## config.mk

```make
export PLATFORM = sky130hd
export DESIGN_NAME = bounded_double_ended_queue
export DESIGN_NICKNAME = d
export VERILOG_FILES = /design/src/rtl/bdeq_pkg.sv /design/src/rtl/bdeq_ram.sv /design/src/rtl/bounded_double_ended_queue.sv
export SDC_FILE = /design/constraint.sdc
export NUM_CORES = 1
export LEC_CHECK = 0
export BUFFER_PORTS_ARGS = -buffer_cell sky130_fd_sc_hd__buf_2
export CORE_UTILIZATION = 59
export CTS_CLUSTER_DIAMETER = 60
export CTS_CLUSTER_SIZE = 8
export DETAILED_ROUTE_END_ITERATION = 8
export GPL_ROUTABILITY_DRIVEN = 0
export PLACE_DENSITY_LB_ADDON = 0.15
export SLEW_MARGIN = 15
export SYNTH_ARGS = -nofsm -noshare
export SYNTH_HDL_FRONTEND = slang
export SYNTH_HIERARCHICAL = 1
export SYNTH_SLANG_ARGS = --single-unit
```

## constraint.sdc

```tcl
create_clock -name i_clk -period 11.4 [get_ports i_clk]
set_input_delay 0.57 -clock i_clk [delete_from_list [all_inputs] [get_ports i_clk]]
set_output_delay 0.57 -clock i_clk [all_outputs]
set_load 0.01 [all_outputs]
```

## src/rtl/bdeq_pkg.sv

```systemverilog
// ----------------------------------------------------------------------------
// Bounded double-ended queue package
// Item types, operation codes and status codes shared by the design.
// ----------------------------------------------------------------------------
`default_nettype none

package bdeq_pkg;

    localparam int DATA_W   = 32;
    localparam int KIND_W   = 3;
    localparam int STATUS_W = 2;
    localparam int OCC_W    = 5;
    localparam int CAP_W    = 5;

    localparam logic [KIND_W-1:0] KIND_PUSH_FRONT = 3'd0;
    localparam logic [KIND_W-1:0] KIND_PUSH_REAR  = 3'd1;
    localparam logic [KIND_W-1:0] KIND_POP_FRONT  = 3'd2;
    localparam logic [KIND_W-1:0] KIND_POP_REAR   = 3'd3;
    localparam logic [KIND_W-1:0] KIND_PEEK_FRONT = 3'd4;
    localparam logic [KIND_W-1:0] KIND_PEEK_REAR  = 3'd5;

    localparam logic [STATUS_W-1:0] STATUS_OK    = 2'd0;
    localparam logic [STATUS_W-1:0] STATUS_FULL  = 2'd1;
    localparam logic [STATUS_W-1:0] STATUS_EMPTY = 2'd2;

    localparam logic [CAP_W-1:0] CAP_RESET = 5'd16;

    typedef struct packed {
        logic [KIND_W-1:0]        kind;
        logic signed [DATA_W-1:0] value;
    } t_in_item;

    typedef struct packed {
        logic signed [DATA_W-1:0] data;
        logic [STATUS_W-1:0]      status;
        logic [OCC_W-1:0]         occupancy;
    } t_out_item;

endpackage

`default_nettype wire

```

## src/rtl/bdeq_ram.sv

```systemverilog
// ----------------------------------------------------------------------------
// Generic simple dual-port RAM
// One write port and one read port with a registered read.
// ----------------------------------------------------------------------------
`default_nettype none

module bdeq_ram #(
    parameter int WIDTH = 32,
    parameter int DEPTH = 16
) (
    input  wire logic                                       i_clk,
    input  wire logic                                       i_we,
    input  wire logic [((DEPTH > 1) ? $clog2(DEPTH) : 1)-1:0] i_waddr,
    input  wire logic [WIDTH-1:0]                           i_wdata,
    input  wire logic                                       i_re,
    input  wire logic [((DEPTH > 1) ? $clog2(DEPTH) : 1)-1:0] i_raddr,
    output logic      [WIDTH-1:0]                           o_rdata
);

    logic [WIDTH-1:0] r_mem [DEPTH];

    always_ff @(posedge i_clk) begin
        if (i_we) begin
            r_mem[i_waddr] <= i_wdata;
        end
        if (i_re) begin
            o_rdata <= r_mem[i_raddr];
        end
    end

endmodule

`default_nettype wire

```

## src/rtl/bounded_double_ended_queue.sv

```systemverilog
// ----------------------------------------------------------------------------
// Bounded double-ended queue
// Ring-store deque of signed 32-bit words with a writable capacity limit.
// ----------------------------------------------------------------------------
// The block handles one item at a time. A push is written to the ring RAM in
// the cycle it is accepted and its result is offered in the next cycle; a pop
// or peek on a non-empty queue reads the RAM, whose registered read adds the
// ST_READ state, so its result is offered from ST_OUT after ST_READ. A new
// item is accepted in the cycle after the result is taken. The capacity limit
// in use is the capacity register clamped to DEPTH, and a value of zero
// refuses every push.
`default_nettype none

module bounded_double_ended_queue #(
    parameter int DEPTH = 16
) (
    input  wire logic                            i_clk,
    input  wire logic                            i_rst_n,
    input  wire logic                            i_cfg_we,
    input  wire logic [bdeq_pkg::CAP_W-1:0]      i_cfg_wdata,
    input  wire logic                            i_in_valid,
    output logic                                 o_in_ready,
    input  wire bdeq_pkg::t_in_item              i_in_item,
    output logic                                 o_out_valid,
    input  wire logic                            i_out_ready,
    output bdeq_pkg::t_out_item                  o_out_item
);

    localparam int AW = (DEPTH > 1) ? $clog2(DEPTH) : 1;
    localparam int CW = $clog2(DEPTH + 1);
    localparam int SW = AW + 1;
    localparam int LW = (CW > bdeq_pkg::CAP_W) ? CW : bdeq_pkg::CAP_W;

    typedef enum logic [1:0] {
        ST_IDLE,
        ST_READ,
        ST_OUT
    } t_state;

    t_state              r_state, n_state;
    logic [AW-1:0]       r_head, n_head;
    logic [CW-1:0]       r_count, n_count;
    logic [bdeq_pkg::CAP_W-1:0] r_capacity;
    bdeq_pkg::t_out_item r_out, n_out;

    logic                ram_we;
    logic                ram_re;
    logic [AW-1:0]       ram_waddr;
    logic [AW-1:0]       ram_raddr;
    logic [bdeq_pkg::DATA_W-1:0] ram_rdata;

    logic [AW-1:0]       head_dec;
    logic [AW-1:0]       head_inc;
    logic [SW-1:0]       push_sum;
    logic [SW-1:0]       last_sum;
    logic [AW-1:0]       rear_push_addr;
    logic [AW-1:0]       rear_last_addr;
    logic [LW-1:0]       limit;
    logic [LW-1:0]       count_ext;
    logic                is_full;
    logic                is_empty;

    always_comb begin
        head_dec = (r_head == '0) ? AW'(DEPTH - 1) : r_head - AW'(1);
        head_inc = (r_head == AW'(DEPTH - 1)) ? '0 : r_head + AW'(1);
        push_sum = SW'(r_head) + SW'(r_count);
        last_sum = push_sum - SW'(1);
        rear_push_addr = (push_sum >= SW'(DEPTH)) ? AW'(push_sum - SW'(DEPTH))
                                                  : AW'(push_sum);
        rear_last_addr = (last_sum >= SW'(DEPTH)) ? AW'(last_sum - SW'(DEPTH))
                                                  : AW'(last_sum);
        limit = (LW'(r_capacity) > LW'(DEPTH)) ? LW'(DEPTH) : LW'(r_capacity);
        count_ext = LW'(r_count);
        is_full  = (count_ext >= limit);
        is_empty = (r_count == '0);
    end

    always_comb begin
        n_state   = r_state;
        n_head    = r_head;
        n_count   = r_count;
        n_out     = r_out;
        ram_we    = 1'b0;
        ram_re    = 1'b0;
        ram_waddr = rear_push_addr;
        ram_raddr = r_head;
        case (r_state)
            ST_IDLE: begin
                if (i_in_valid) begin
                    n_out.data   = '0;
                    n_out.status = bdeq_pkg::STATUS_OK;
                    n_state      = ST_OUT;
                    case (i_in_item.kind)
                        bdeq_pkg::KIND_PUSH_FRONT, bdeq_pkg::KIND_PUSH_REAR: begin
                            if (is_full) begin
                                n_out.status = bdeq_pkg::STATUS_FULL;
                            end else begin
                                ram_we  = 1'b1;
                                n_count = r_count + CW'(1);
                                if (i_in_item.kind == bdeq_pkg::KIND_PUSH_FRONT) begin
                                    ram_waddr = head_dec;
                                    n_head    = head_dec;
                                end
                            end
                        end
                        bdeq_pkg::KIND_POP_FRONT, bdeq_pkg::KIND_POP_REAR,
                        bdeq_pkg::KIND_PEEK_FRONT, bdeq_pkg::KIND_PEEK_REAR: begin
                            if (is_empty) begin
                                n_out.status = bdeq_pkg::STATUS_EMPTY;
                            end else begin
                                ram_re  = 1'b1;
                                n_state = ST_READ;
                                if (i_in_item.kind == bdeq_pkg::KIND_POP_REAR ||
                                    i_in_item.kind == bdeq_pkg::KIND_PEEK_REAR) begin
                                    ram_raddr = rear_last_addr;
                                end
                                if (i_in_item.kind == bdeq_pkg::KIND_POP_FRONT) begin
                                    n_head  = head_inc;
                                    n_count = r_count - CW'(1);
                                end
                                if (i_in_item.kind == bdeq_pkg::KIND_POP_REAR) begin
                                    n_count = r_count - CW'(1);
                                end
                            end
                        end
                        default: begin
                        end
                    endcase
                    n_out.occupancy = bdeq_pkg::OCC_W'(n_count);
                end
            end
            ST_READ: begin
                n_out.data = $signed(ram_rdata);
                n_state    = ST_OUT;
            end
            ST_OUT: begin
                if (i_out_ready) begin
                    n_state = ST_IDLE;
                end
            end
            default: begin
                n_state = ST_IDLE;
            end
        endcase
    end

    always_ff @(posedge i_clk) begin
        r_out <= n_out;
        if (!i_rst_n) begin
            r_state    <= ST_IDLE;
            r_head     <= '0;
            r_count    <= '0;
            r_capacity <= bdeq_pkg::CAP_RESET;
        end else begin
            r_state <= n_state;
            r_head  <= n_head;
            r_count <= n_count;
            if (i_cfg_we) begin
                r_capacity <= i_cfg_wdata;
            end
        end
    end

    bdeq_ram #(
        .WIDTH(bdeq_pkg::DATA_W),
        .DEPTH(DEPTH)
    ) u_ram (
        .i_clk  (i_clk),
        .i_we   (ram_we),
        .i_waddr(ram_waddr),
        .i_wdata(i_in_item.value),
        .i_re   (ram_re),
        .i_raddr(ram_raddr),
        .o_rdata(ram_rdata)
    );

    assign o_in_ready  = (r_state == ST_IDLE);
    assign o_out_valid = (r_state == ST_OUT);
    assign o_out_item  = r_out;

endmodule

`default_nettype wire

```

==> flow_summary.yaml <==
status:
  outcome: "completed"
global_route:
  grt.met1_usage_pct: 36.02
  grt_pass1_wl_um: 72500
  grt_pass1_vias: 11617
  grtUsageMet2_pct: 41.47
  antenna_found_initial: 5
  use_met3_pct: 4.839
  gr-total-overflow: 0
  grt_util_all_layers_pct: 25.54
  grt_busiest_layer: "met2"
  grt_max_degree: 105
synthesis:
  ys_ff_latch: 599
  synthXorXnorAreaFrac_pct: 0.5946
  synth-compound-area-share_pct: 3.470
  synth_top_family_by_area: "multiplexers"
  yosys-mux-area-fraction_pct: 13.03
  syn_nets: 1167
  ys_types: 64
  synth-edff-count: 583
  synthAdderAreaFrac_pct: 0.7892
  async_flop_share_pct: 0
  synth_top_flop_cell: "edfxtp_1"
  postSynthCellCount: 1108
  yosysWarnings: 6
  netlist_area_sq_um: 23150
  ys_seq_area_share_pct: 77.02
  synth-simple-area-share_pct: 3.676
  syn_avg_cell_area_sq_um: 20.89
clock_tree:
  htreeDepth: 3
  cts_tree: "done"
  cts_buffer_depth: 3
  path_clk_slew_ns: 0.05
  clk_root_buffer_cell: "clkbuf_16"
  clock_sinks: 599
  ctsHoldBuffers: 0
  post_cts_buffers: 0
  cts-resized-gates: 0
  clk-insertion-delay-late_ns: 0.59
  cts_buffers: 84
timing:
  rsz0062_at_grt: "no"
  skew_ns: 0.02517
  min_period_ns: 5.462
  drv_slew: 0
  slew_headroom_pct: 25.77
  tns_ns: 0
  finalCritPeriodShare_pct: 47.91
  final-setup-viol-count: 0
  clock.fmax_ghz: 0.1831
  hold_viol_final: 0
  worst-slew-pin-transition_ns: 1.114
finish:
  nNetsFinal: 1307
  diodes: 0
  area_growth_pct: 14.66
  fin_cells: 1776
  final_layout_size_suffix_gt1_share_pct: 29.73
pwr:
  p_int_mw: 3.950
  peakVddDrop_mv: 0.1766
  power.density_nw_per_um2: 188.7
  power_switching_mw: 1.059
  swShare_pct: 21.15
  clkPwrFrac_pct: 43.0
  p_seq_share_pct: 49.7
  pwr-share-comb_pct: 7.4
  p_leak_nw: 8.559
floorplanning:
  start_util_pct: 59.89
  dieWidth_um: 200.1
  die-area_sq_um: 40030
  fp.dieH_um: 200.1
  coreArea_sq_um: 38650
  ioPinCount: 86
  fp-row-count: 72
worst_setup_path:
  crit_path_max_fanout: 74
  worst-setup-path-type: "flip-flop to flip-flop"
  critPathRequiredTime_ns: 11.72
  cp_data_arrival_time_ns: 5.79
  setup.worst_path.start_class: "flip-flop"
  crit_path_end_kind: "flip-flop"
placed_design:
  hpwlAfterDp_um: 23660
  port_buffers: 85
  dp.cells: 1680
worst_hold_path:
  hold_path.class: "input port to flip-flop"
drt:
  via_per_inst: 6.410
  routed_wl_um: 48720
  drtIter0Drc: 798
  wl_per_cell_um: 27.43
  drc_errors: 0
  drtPass1Iterations: 5
  ant_nets: 0
  num_vias: 11384
job:
  drv_cap: 0
cells in the mapped netlist, drive strengths merged (2+ instances only):
cell	number	area, sq um
a31oi	4	25.02
nand4	2	12.51
a21oi	12	67.57
ha	13	162.7
clkbuf	26	97.59
nor2b	7	43.79
a311oi	2	17.52
mux2i	10	100.1
o31ai	2	15.01
inv	14	52.55
edfxtp	583	17510
nor2	30	120.1
o21ai	5	28.77
and3	3	23.77
dfxtp	16	320.3
and2	33	206.5
nand3	11	60.06
a21o	2	15.01
nand3b	4	30.03
o211ai	5	37.54
nand2b	3	26.27
nor3	8	45.04
mux2	3	33.78
xnor2	8	70.07
mux4	128	2883
or3	2	12.51
nand2	57	234.0
xor2	3	45.05
a22oi	64	480.5
buf	30	177.7
metal layers:
layer / share of wire (%) / vias to the layer above
met5: 0.037 / -
met4: 1.8 / 4
met3: 6.4 / 78
met2: 49 / 443
met1: 42 / 6043
li1: - / 4816
logic make-up (layout without fill, tap and decap cells):
logic type                 count (synthesis)  after routing
AOI/OAI and AO/OA                        108            108
DFF                                      599            599
and+or+nand+nor                          164            164
buffers and inverters                     70            220
adders and majority gates                 14             14
muxes                                    141            141
xor gates and xnor gates                  12             12
flip-flops by register name, summed over array words and instances (netlist names):
name,cells
r_state,2
count_ext,5
o_out_item,39
u_ram/r_mem,512
r_capacity,5
u_ram/o_rdata,32
r_head,4
cells in the final DEF (no fill, tap or decap), types with 3 or more instances in the layout:
master,Yosys,final
mux4_2,128,128
clkbuf_16,0,86
nand3_1,10,10
nand3b_1,4,4
dfxtp_1,16,16
a22oi_1,64,64
nor3_2,1,5
mux2i_1,10,10
buf_4,11,24
a31oi_1,4,4
nand2_1,53,53
xnor2_1,8,8
nor2b_1,7,4
nor2_4,1,15
nor2_1,29,15
and2_1,33,32
nor3_1,7,3
clkbuf_1,26,6
ha_1,13,13
o211ai_1,5,5
a21oi_1,10,10
edfxtp_1,583,583
buf_2,7,85
inv_1,13,13
critical path, stage by stage, from the launching register on:
cell,delay [ns]
dfxtp_1,0.51
inv_1,0.18
ha_1,0.24
or4b_4,0.26
and3_4,0.68
nand2_2,0.25
o21ai_4,0.76
buf_4,0.55
buf_4,0.93
mux4_2,0.42
a22oi_1,0.24
nand2_1,0.10
layout make-up:
class | count | area [sq um]
multi-input cells | 439 | 5157
clock inverters | 4 | 53.80
flip-flops and latches | 599 | 17830
repair buffers | 110 | 625.6
clock buffers | 92 | 2175
fillers | 2390 | 12110
well taps | 518 | 648.1
inverters | 14 | 52.55
power by group through the flow:
stage	Clock (mW)	Sequential, mW	Combinational (mW)
6_report	2.15	2.49	0.369
3_3_place_gp	0	2.53	0.363
5_1_grt	2.28	2.49	0.401
2_1_floorplan	0	2.53	0.245
4_1_cts	2.19	2.49	0.372
3_5_place_dp	0	2.53	0.370
path summary, 6_finish.rpt:
check                                     from           endpoint  slack (ns)  depth (start not counted)
worst max-delay path              count_ext[1]  u_ram/o_rdata[23]        5.94                         11
worst min-delay path            i_cfg_wdata[4]      r_capacity[4]        0.21                          3
worst max register to register    count_ext[1]  u_ram/o_rdata[23]        5.94                         11
worst min register to register   r_capacity[0]      r_capacity[0]        0.50                          2
stage by stage:
stage	area, sq um	hold WS [ns]	power, mW	setup slack [ns]	util [%]
after floorplan	23150	0.4520	2.775	6.286	-
after global placement	24310	0.4819	2.890	6.014	62.90
after detailed placement	24310	0.4940	2.898	5.892	62.90
after CTS	26540	0.1858	5.051	5.885	68.67
after global routing	26540	0.2028	5.167	5.648	68.67
final	26540	0.2083	5.009	5.938	68.67
Power figures use the tool's default switching activity.
